==> src/rtl/artc_pkg.sv <==
// shared types, register indexes and constants of the altitude rate throttle controller
package artc_pkg;

    // mode carried by each request
    typedef enum logic [1:0] {
        KIND_START   = 2'd0,
        KIND_TAKEOFF = 2'd1,
        KIND_HOVER   = 2'd2,
        KIND_LAND    = 2'd3
    } kind_t;

    // configuration register indexes
    localparam logic [2:0] REG_PROP_GAIN      = 3'd0;
    localparam logic [2:0] REG_INT_GAIN       = 3'd1;
    localparam logic [2:0] REG_THROTTLE_LIMIT = 3'd2;
    localparam logic [2:0] REG_HOVER_THROTTLE = 3'd3;
    localparam logic [2:0] REG_LAND_THROTTLE  = 3'd4;

    // configuration reset values
    localparam logic [7:0] PROP_GAIN_RST      = 8'd5;
    localparam logic [7:0] INT_GAIN_RST       = 8'd0;
    localparam logic [6:0] THROTTLE_LIMIT_RST = 7'd127;
    localparam logic [7:0] HOVER_THROTTLE_RST = 8'd128;
    localparam logic [7:0] LAND_THROTTLE_RST  = 8'd0;

    // safe height band
    localparam logic [11:0] SAFE_HIGH = 12'd200;
    localparam logic [11:0] SAFE_LOW  = 12'd16;

    // fixed descent on the fine throttle
    localparam logic signed [7:0] FINE_LAND = -8'sd127;

    // integral term clamp and the magnitude at which it saturates (33 * 5625)
    localparam logic [5:0]  INT_CLAMP     = 6'd32;
    localparam logic [40:0] INT_SAT_BOUND = 41'd185625;

    // reciprocals: ceil(2^23 / 5), exact for magnitudes below 2^20
    localparam logic [20:0] RECIP5       = 21'd1677722;
    // ceil(2^31 / 5625), exact for magnitudes below 2^18
    localparam logic [18:0] RECIP5625    = 19'd381775;

    // 32-bit saturation limits of the error integral
    localparam logic signed [31:0] SUM_MAX = 32'sh7fff_ffff;
    localparam logic signed [31:0] SUM_MIN = 32'sh8000_0000;

    // stepped target rate from the height error
    function automatic logic signed [3:0] rate_step(input logic signed [12:0] err);
        logic signed [3:0] step;
        if (err > -13'sd5 && err < 13'sd5) begin
            step = 4'sd0;
        end else if (err > 13'sd0) begin
            if (err < 13'sd10) begin
                step = 4'sd1;
            end else if (err < 13'sd15) begin
                step = 4'sd2;
            end else if (err < 13'sd20) begin
                step = 4'sd3;
            end else begin
                step = 4'sd4;
            end
        end else if (err > -13'sd10) begin
            step = -4'sd1;
        end else if (err > -13'sd15) begin
            step = -4'sd2;
        end else if (err > -13'sd20) begin
            step = -4'sd3;
        end else if (err > -13'sd30) begin
            step = -4'sd4;
        end else begin
            step = -4'sd6;
        end
        return step;
    endfunction

endpackage

==> src/rtl/altitude_rate_throttle_controller_unit.sv <==
// top level of the altitude rate throttle controller: history, integral and throttle pipeline
// One request is taken per clock cycle when the pipeline is not stalled, and each gives
// exactly one result after the input register, four stage registers and the output
// register. The rate is set by the first stage, where the distance history, fill count,
// saturating error integral and flight status are updated together; the multiplications
// by the gains and the constant divisions by 5 and 5625 follow in separate registered
// stages. Each stage holds its request until the next one has room, so a stall at m_ready
// backs up the pipeline without losing anything. The user must write the configuration
// registers through cfg_we, cfg_index and cfg_wdata only while idle; the block does not check.
module altitude_rate_throttle_controller_unit #(
    parameter int HISTORY_DEPTH = 5
) (
    input  logic               aclk,
    input  logic               aresetn,
    // configuration write port
    input  logic               cfg_we,
    input  logic [2:0]         cfg_index,
    input  logic [7:0]         cfg_wdata,
    // request channel
    input  logic               s_valid,
    output logic               s_ready,
    input  logic [1:0]         s_kind,
    input  logic [11:0]        s_target_height,
    input  logic [11:0]        s_distance,
    // result channel
    output logic               m_valid,
    input  logic               m_ready,
    output logic signed [7:0]  m_fine_throttle,
    output logic signed [9:0]  m_coarse_throttle,
    output logic               m_flight_status
);

    localparam int FILL_W = $clog2(HISTORY_DEPTH + 1);

    // configuration registers
    logic [7:0] prop_gain_reg;
    logic [7:0] int_gain_reg;
    logic [6:0] throttle_limit_reg;
    logic [7:0] hover_throttle_reg;
    logic [7:0] land_throttle_reg;

    // controller state
    logic [11:0]        hist_reg [HISTORY_DEPTH];
    logic [FILL_W-1:0]  fill_count_reg;
    logic signed [31:0] error_sum_reg;
    logic               last_status_reg;

    // pipeline valids and flow control
    logic v1_reg, v2_reg, v3_reg, v4_reg, v5_reg, m_valid_reg;
    logic room1, room2, room3, room4, room5, room_out;
    logic go1, go2, go3, go4, go5;

    // stage payloads
    artc_pkg::kind_t    k1_reg, k2_reg, k3_reg, k4_reg, k5_reg;
    logic [11:0]        target1_reg, dist1_reg;
    logic               st2_reg, st3_reg, st4_reg, st5_reg;
    logic signed [13:0] rd2_reg;
    logic signed [31:0] esum2_reg;
    logic signed [22:0] p3_reg;
    logic signed [40:0] q3_reg;
    logic [19:0]        pmag4_reg;
    logic [17:0]        qmag4_reg;
    logic               psign4_reg, qsign4_reg, qsat4_reg;
    logic [17:0]        qp5_reg;
    logic [5:0]         qi5_reg;
    logic               psign5_reg, qsign5_reg;

    // output payload registers, which also serve as the last reported throttles
    logic signed [7:0]  fine_reg;
    logic signed [9:0]  coarse_reg;
    logic               status_reg;

    // ------------------------------------------------------------------
    // handshake: each stage moves when the one after it has room
    // ------------------------------------------------------------------
    assign room_out = !m_valid_reg || m_ready;
    assign go5      = v5_reg && room_out;
    assign room5    = !v5_reg || go5;
    assign go4      = v4_reg && room5;
    assign room4    = !v4_reg || go4;
    assign go3      = v3_reg && room4;
    assign room3    = !v3_reg || go3;
    assign go2      = v2_reg && room3;
    assign room2    = !v2_reg || go2;
    assign go1      = v1_reg && room2;
    assign room1    = !v1_reg || go1;

    assign s_ready  = room1;

    always_ff @(posedge aclk) begin
        if (!aresetn) begin
            v1_reg      <= 1'b0;
            v2_reg      <= 1'b0;
            v3_reg      <= 1'b0;
            v4_reg      <= 1'b0;
            v5_reg      <= 1'b0;
            m_valid_reg <= 1'b0;
        end else begin
            if (room1)    v1_reg      <= s_valid;
            if (room2)    v2_reg      <= go1;
            if (room3)    v3_reg      <= go2;
            if (room4)    v4_reg      <= go3;
            if (room5)    v5_reg      <= go4;
            if (room_out) m_valid_reg <= go5;
        end
    end

    // ------------------------------------------------------------------
    // configuration registers
    // ------------------------------------------------------------------
    always_ff @(posedge aclk) begin
        if (!aresetn) begin
            prop_gain_reg      <= artc_pkg::PROP_GAIN_RST;
            int_gain_reg       <= artc_pkg::INT_GAIN_RST;
            throttle_limit_reg <= artc_pkg::THROTTLE_LIMIT_RST;
            hover_throttle_reg <= artc_pkg::HOVER_THROTTLE_RST;
            land_throttle_reg  <= artc_pkg::LAND_THROTTLE_RST;
        end else if (cfg_we) begin
            unique case (cfg_index)
                artc_pkg::REG_PROP_GAIN:      prop_gain_reg      <= cfg_wdata;
                artc_pkg::REG_INT_GAIN:       int_gain_reg       <= cfg_wdata;
                artc_pkg::REG_THROTTLE_LIMIT: throttle_limit_reg <= cfg_wdata[6:0];
                artc_pkg::REG_HOVER_THROTTLE: hover_throttle_reg <= cfg_wdata;
                artc_pkg::REG_LAND_THROTTLE:  land_throttle_reg  <= cfg_wdata;
                default: ;  // unused indexes are ignored
            endcase
        end
    end

    // ------------------------------------------------------------------
    // input register
    // ------------------------------------------------------------------
    always_ff @(posedge aclk) begin
        if (room1 && s_valid) begin
            k1_reg      <= artc_pkg::kind_t'(s_kind);
            target1_reg <= s_target_height;
            dist1_reg   <= s_distance;
        end
    end

    // ------------------------------------------------------------------
    // stage 1: history, height error, integral and status
    // ------------------------------------------------------------------
    logic               s1_full, s1_near;
    logic [11:0]        s1_newest;
    logic signed [12:0] s1_diff, s1_err;
    logic signed [32:0] s1_sum_wide;
    logic signed [31:0] s1_sum;
    logic signed [3:0]  s1_step;
    logic signed [13:0] s1_rd;
    logic               s1_in_band, s1_status;

    assign s1_full = (fill_count_reg == FILL_W'(HISTORY_DEPTH));
    assign s1_near = (fill_count_reg >= FILL_W'(HISTORY_DEPTH - 1));

    // newest slot holds zero until the history fills
    assign s1_newest = s1_near ? dist1_reg : hist_reg[HISTORY_DEPTH-1];

    // oldest entry after the shift is the current second entry
    assign s1_diff = s1_full
        ? ($signed({1'b0, dist1_reg}) - $signed({1'b0, hist_reg[1]}))
        : 13'sd0;

    assign s1_err      = $signed({1'b0, target1_reg}) - $signed({1'b0, s1_newest});
    assign s1_sum_wide = {error_sum_reg[31], error_sum_reg} + {{20{s1_err[12]}}, s1_err};

    always_comb begin
        if (s1_sum_wide[32] != s1_sum_wide[31]) begin
            s1_sum = s1_sum_wide[32] ? artc_pkg::SUM_MIN : artc_pkg::SUM_MAX;
        end else begin
            s1_sum = s1_sum_wide[31:0];
        end
    end

    assign s1_step    = artc_pkg::rate_step(s1_err);
    assign s1_rd      = {{10{s1_step[3]}}, s1_step} - {s1_diff[12], s1_diff};
    assign s1_in_band = (dist1_reg <= artc_pkg::SAFE_HIGH) && (dist1_reg >= artc_pkg::SAFE_LOW);

    always_comb begin
        case (k1_reg)
            artc_pkg::KIND_START:   s1_status = 1'b0;
            artc_pkg::KIND_TAKEOFF: s1_status = 1'b1;
            artc_pkg::KIND_HOVER:   s1_status = s1_in_band;
            default:                s1_status = last_status_reg;
        endcase
    end

    // state update, once per request as it leaves stage 1
    always_ff @(posedge aclk) begin
        if (!aresetn) begin
            fill_count_reg  <= '0;
            error_sum_reg   <= '0;
            last_status_reg <= 1'b0;
            for (int k = 0; k < HISTORY_DEPTH; k++) begin
                hist_reg[k] <= '0;
            end
        end else if (go1) begin
            last_status_reg <= s1_status;
            if (k1_reg == artc_pkg::KIND_START) begin
                fill_count_reg <= '0;
                error_sum_reg  <= '0;
                for (int k = 0; k < HISTORY_DEPTH; k++) begin
                    hist_reg[k] <= '0;
                end
            end else if (k1_reg == artc_pkg::KIND_HOVER) begin
                error_sum_reg <= s1_sum;
                if (s1_full) begin
                    // shift towards the oldest slot
                    for (int k = 0; k < HISTORY_DEPTH - 1; k++) begin
                        hist_reg[k] <= hist_reg[k+1];
                    end
                    hist_reg[HISTORY_DEPTH-1] <= dist1_reg;
                end else begin
                    fill_count_reg <= fill_count_reg + FILL_W'(1);
                    for (int k = 0; k < HISTORY_DEPTH; k++) begin
                        if (fill_count_reg == FILL_W'(k)) begin
                            hist_reg[k] <= dist1_reg;
                        end
                    end
                end
            end
        end
    end

    always_ff @(posedge aclk) begin
        if (go1) begin
            k2_reg    <= k1_reg;
            st2_reg   <= s1_status;
            rd2_reg   <= s1_rd;
            esum2_reg <= s1_sum;
        end
    end

    // ------------------------------------------------------------------
    // stage 2: gain products
    // ------------------------------------------------------------------
    logic signed [22:0] s2_prod_p;
    logic signed [40:0] s2_prod_q;

    assign s2_prod_p = rd2_reg * $signed({1'b0, prop_gain_reg});
    assign s2_prod_q = esum2_reg * $signed({1'b0, int_gain_reg});

    always_ff @(posedge aclk) begin
        if (go2) begin
            k3_reg  <= k2_reg;
            st3_reg <= st2_reg;
            p3_reg  <= s2_prod_p;
            q3_reg  <= s2_prod_q;
        end
    end

    // ------------------------------------------------------------------
    // stage 3: magnitudes for the truncating divisions
    // ------------------------------------------------------------------
    logic signed [22:0] s3_p_abs;
    logic signed [40:0] s3_q_abs;

    assign s3_p_abs = p3_reg[22] ? -p3_reg : p3_reg;
    assign s3_q_abs = q3_reg[40] ? -q3_reg : q3_reg;

    always_ff @(posedge aclk) begin
        if (go3) begin
            k4_reg     <= k3_reg;
            st4_reg    <= st3_reg;
            pmag4_reg  <= s3_p_abs[19:0];
            psign4_reg <= p3_reg[22];
            qmag4_reg  <= s3_q_abs[17:0];
            qsign4_reg <= q3_reg[40];
            qsat4_reg  <= ($unsigned(s3_q_abs) >= artc_pkg::INT_SAT_BOUND);
        end
    end

    // ------------------------------------------------------------------
    // stage 4: divide by 5 and by 5625 through reciprocals
    // ------------------------------------------------------------------
    logic [40:0] s4_prod5;
    logic [36:0] s4_prodi;

    assign s4_prod5 = pmag4_reg * artc_pkg::RECIP5;
    assign s4_prodi = qmag4_reg * artc_pkg::RECIP5625;

    always_ff @(posedge aclk) begin
        if (go4) begin
            k5_reg     <= k4_reg;
            st5_reg    <= st4_reg;
            qp5_reg    <= s4_prod5[40:23];
            qi5_reg    <= qsat4_reg ? artc_pkg::INT_CLAMP : s4_prodi[36:31];
            psign5_reg <= psign4_reg;
            qsign5_reg <= qsign4_reg;
        end
    end

    // ------------------------------------------------------------------
    // stage 5: clamps, hover offset and mode selection
    // ------------------------------------------------------------------
    logic [6:0]         s5_fmag;
    logic signed [7:0]  s5_fine_hover;
    logic signed [6:0]  s5_big;
    logic signed [9:0]  s5_coarse_hover;
    logic signed [7:0]  s5_fine;
    logic signed [9:0]  s5_coarse;

    assign s5_fmag = (qp5_reg > {11'd0, throttle_limit_reg}) ? throttle_limit_reg : qp5_reg[6:0];
    assign s5_fine_hover = psign5_reg ? -$signed({1'b0, s5_fmag}) : $signed({1'b0, s5_fmag});
    assign s5_big = qsign5_reg ? -$signed({1'b0, qi5_reg}) : $signed({1'b0, qi5_reg});
    assign s5_coarse_hover = {{3{s5_big[6]}}, s5_big} + $signed({2'b00, hover_throttle_reg});

    always_comb begin
        case (k5_reg)
            artc_pkg::KIND_START: begin
                s5_fine   = 8'sd0;
                s5_coarse = 10'sd0;
            end
            artc_pkg::KIND_TAKEOFF: begin
                // throttles repeat their last values
                s5_fine   = fine_reg;
                s5_coarse = coarse_reg;
            end
            artc_pkg::KIND_HOVER: begin
                s5_fine   = s5_fine_hover;
                s5_coarse = s5_coarse_hover;
            end
            default: begin
                s5_fine   = artc_pkg::FINE_LAND;
                s5_coarse = $signed({2'b00, land_throttle_reg});
            end
        endcase
    end

    // output register, reset as the last reported throttles and status
    always_ff @(posedge aclk) begin
        if (!aresetn) begin
            fine_reg   <= '0;
            coarse_reg <= '0;
            status_reg <= 1'b0;
        end else if (go5) begin
            fine_reg   <= s5_fine;
            coarse_reg <= s5_coarse;
            status_reg <= st5_reg;
        end
    end

    assign m_valid           = m_valid_reg;
    assign m_fine_throttle   = fine_reg;
    assign m_coarse_throttle = coarse_reg;
    assign m_flight_status   = status_reg;

`ifndef NO_ASSERTIONS
    // fill count never runs past the history depth
    a_fill_bound: assert property (@(posedge aclk) disable iff (!aresetn)
        fill_count_reg <= FILL_W'(HISTORY_DEPTH))
        else $error("history fill count beyond depth");

    // start clears the integral and the history fill
    a_start_clears: assert property (@(posedge aclk) disable iff (!aresetn)
        go1 && (k1_reg == artc_pkg::KIND_START) |=> (error_sum_reg == 32'sd0)
            && (fill_count_reg == '0) && !last_status_reg)
        else $error("start did not clear controller state");

    // landing gives the fixed descent
    a_land_fine: assert property (@(posedge aclk) disable iff (!aresetn)
        go5 && (k5_reg == artc_pkg::KIND_LAND) |=> (m_fine_throttle == artc_pkg::FINE_LAND))
        else $error("land result without fixed descent");

    // hover fine throttle stays inside the configured limit
    a_hover_limit: assert property (@(posedge aclk) disable iff (!aresetn)
        go5 && (k5_reg == artc_pkg::KIND_HOVER) |=>
            (m_fine_throttle <= $signed({1'b0, throttle_limit_reg}))
            && (m_fine_throttle >= -$signed({1'b0, throttle_limit_reg})))
        else $error("fine throttle outside limit");

    // coarse throttle stays inside its range
    a_coarse_range: assert property (@(posedge aclk) disable iff (!aresetn)
        (m_coarse_throttle >= -10'sd32) && (m_coarse_throttle <= 10'sd287))
        else $error("coarse throttle out of range");
`endif

endmodule
==> config.mk <==
export PLATFORM = sky130hd
export DESIGN_NAME = altitude_rate_throttle_controller_unit
export DESIGN_NICKNAME = d
export VERILOG_FILES = /design/src/rtl/artc_pkg.sv /design/src/rtl/altitude_rate_throttle_controller_unit.sv
export SDC_FILE = /design/constraint.sdc
export NUM_CORES = 2
export LEC_CHECK = 0
export ABC_AREA = 1
export BUFFER_PORTS_ARGS = -buffer_cell sky130_fd_sc_hd__buf_4
export CAP_MARGIN = 20
export CORE_UTILIZATION = 46
export CTS_CLUSTER_SIZE = 16
export DETAILED_ROUTE_END_ITERATION = 7
export HOLD_SLACK_MARGIN = 0.06
export SYNTH_ARGS = -nofsm -noshare
export SYNTH_HDL_FRONTEND = slang
export SYNTH_SLANG_ARGS = --single-unit
==> constraint.sdc <==
create_clock -name aclk -period 7.91 [get_ports aclk]
set_input_delay 1.582 -clock aclk [delete_from_list [all_inputs] [get_ports aclk]]
set_output_delay 1.582 -clock aclk [all_outputs]
set_load 0.005 [all_outputs]
==> results.cfg <==
[detailed_routing]
dr_total_vias = 32900
drtIter0Drc = 1873
dr.pass1.iters = 5
wl_per_cell_um = 15.7
totalWireLength_um = 105000
via_per_inst = 4.94
drc = 0
ant_nets = 0

[synth]
yosysMostFrequentCell = inv_1
yosysSeqAreaShare = 0.217
ys_top_cells_by_area = fa_1, edfxtp_1, ha_1, inv_1, nand2_1
yosysTopAreaCell = fa_1
yosysUniqueCellTypes = 53
ys_ff_latch = 361
synth_top_area_share = 0.249
yosys-top-cells-count = inv_1, nand2_1, ha_1
synth_enable_flop_cells = 261
yosysWarnings = 0
syn_area_mm2 = 0.0453
avgSynthCellArea_um2 = 8.48
yosys_most_used_dff = edfxtp_1
synth_cells = 5341
ys_async_sr_fraction = 0
syn_nets = 6513

[run_status]
status = complete, no violations

[floorplan]
die_w_um = 316
initial_utilization = 0.466
die_h_um = 316
core_mm2 = 0.0971
dieArea_mm2 = 0.0997
pin_count = 63
num_rows = 114

[clocking]
clock_sinks = 361
post_cts_buffers = 0
cts-root-buf = clkbuf_16
htree_levels = 2
postCtsResizedCells = 0
postCtsHoldBufs = 0
cts_tree = yes
cts_inserted_buffers = 45
path_clk_slew_ns = 0.06
worstSkewPairLatency_ns = 0.62
clockBufferDepth = 3

[finish]
drive_above_1_share = 0.0466
nets = 6518
final_cells = 6659
largest_register_ffs = 48
design_area_mm2 = 0.0485
areaGrowthSynthToFinish_pct = 7.06
fill_cells = 9352

[timing]
fin_tns_setup_ns = 0
period_minus_slack_ns = 6.58
maxSlewHeadroom = 0.393
fin_crit_sh = 0.831
skew_ns = 0.0365
worst_pin_slew_ns = 0.899
setup_viol = 0
worst_slack_ns = 1.33
final-hold-violation-count = 0
max_freq_mhz = 152
maxSlewViolCount = 0
rsz0062_at_grt = no
whs_ns = 0.412

[setup_path]
r2r_cells = 25
crit_top_cell = fa_1
arrival_ns = 6.93
endpoint = qp5_reg[16]$_DFFE_PP_
path_class = reg2reg
cpMaxStageDelayCell = fa_1
required_ns = 8.26
cp_top_family = adder cells
r2r_end = qp5_reg[16]$_DFFE_PP_
max_stage_delay_ns = 0.54
cp-start-kind = flop
crit_path_end_kind = flop
crit_buf_inv = 4
path_max_fanout = 5
crit_start = pmag4_reg[10]$_DFFE_PP_
path_depth = 25
r2r_slack_ns = 1.33
reg2reg_from = pmag4_reg[10]$_DFFE_PP_

[placement]
routabilityCongestion = 0.927
dp_hpwl_um = 88500
place_ws_ns = 1.41
dpl_cell_area_mm2 = 0.0470
port_buffers = 62
place_inst = 6573

[grt]
grt_start_max_net_pins = 66
overflow = 0
grt_pass1_wl_um = 172000
antenna_found_initial = 1
grt_pass1_vias = 33000
grtUsageTotal = 0.216

[power]
p_leak_nw = 26.1
peakVddDrop_v = 0.000288
power.density_mw_per_mm2 = 211

[hold_path]
hp-start = k4_reg[0]$_DFFE_PP_
min_path_type = reg2reg
hold_depth = 0

[job]
drv_cap = 0
## metrics by stage
step / utilization / total power [W]
global route: 0.499 / 0.0113
detailed placement: 0.483 / 0.00825
global placement: 0.483 / 0.00818
finish: 0.499 / 0.0102
CTS: 0.499 / 0.0104
floorplan: - / 0.00680
## cells by family (layout without fill, tap and decap cells)
| logic type | Yosys count | count (layout) | share of synthesized area |
|---|---|---|---|
| buffers and inverters | 1477 | 1518 | 0.124 |
| AO/OA/AOI/OAI | 558 | 558 | 0.0677 |
| XOR/XNOR | 178 | 178 | 0.0344 |
| AND/OR/NAND/NOR | 1637 | 1637 | 0.151 |
| adder cells (fa/ha/maj) | 1130 | 1130 | 0.406 |
| flip-flops | 361 | 361 | 0.217 |
| other | 0 | 1 | 0 |
## worst min-delay path by stage
stage,to
after global placement,qsign5_reg$_DFFE_PP_
final,k5_reg[0]$_DFFE_PP_
after floorplan,k3_reg[0]$_DFFE_PP_
after detailed placement,k5_reg[0]$_DFFE_PP_
after CTS,k5_reg[0]$_DFFE_PP_
after global routing,qsign5_reg$_DFFE_PP_
## cell type report
cell class / count / area [um2] / share of cell area
Sequential cell: 361 / 9840 / 0.203
Tap cell: 1276 / 1600 / 0.0329
Clock inverter: 27 / 274 / 0.00565
Antenna cell: 1 / 2.50 / 0.0000516
Clock buffer: 56 / 1200 / 0.0247
Timing Repair Buffer: 86 / 678 / 0.0140
Inverter: 1349 / 5060 / 0.104
Multi-Input combinational cell: 3503 / 29800 / 0.615
## routing by layer
layer  up-vias  GRT usage  wire length, um
met3       100     0.0221             4230
met4         0     0.0451             1960
li1      16400          -                -
met5         -          0                0
met1     15800      0.302            49300
met2       574      0.363            49100
## cell usage in the layout, fill, tap and decap left out, types with 7 or more instances in the layout
cell       netlist  routed
a211oi_1         9       9
a21o_1           9       9
a21oi_1        259     259
a31oi_1         16      16
buf_4            0      84
clkbuf_1        84       8
clkbuf_16        0      45
clkinv_2         0      10
dfxtp_1        100     100
edfxtp_1       261     261
fa_1           563     563
ha_1           567     567
inv_1         1343    1342
nand2_1       1005    1005
nand2_2         44      44
nand3_1        122     122
nand3_2         13      13
nand3b_1         7       7
nand4_1         30      30
nor2_1         324     320
nor2_2           5       7
nor3_1          50      50
nor4_1          11      11
o211ai_1        22      22
o21ai_0        190     190
o21bai_1         9       9
o31ai_1         10      10
or2_2            9       9
xnor2_1         63      63
xor2_1         115     115
## power breakdown
group | internal [W] | switching, W
combinational | 0.00219 | 0.00347
sequential | 0.00235 | 0.000157
clock | 0.00119 | 0.000871
total | 0.00572 | 0.00450
No activity file was read; power rests on OpenSTA's default activity.
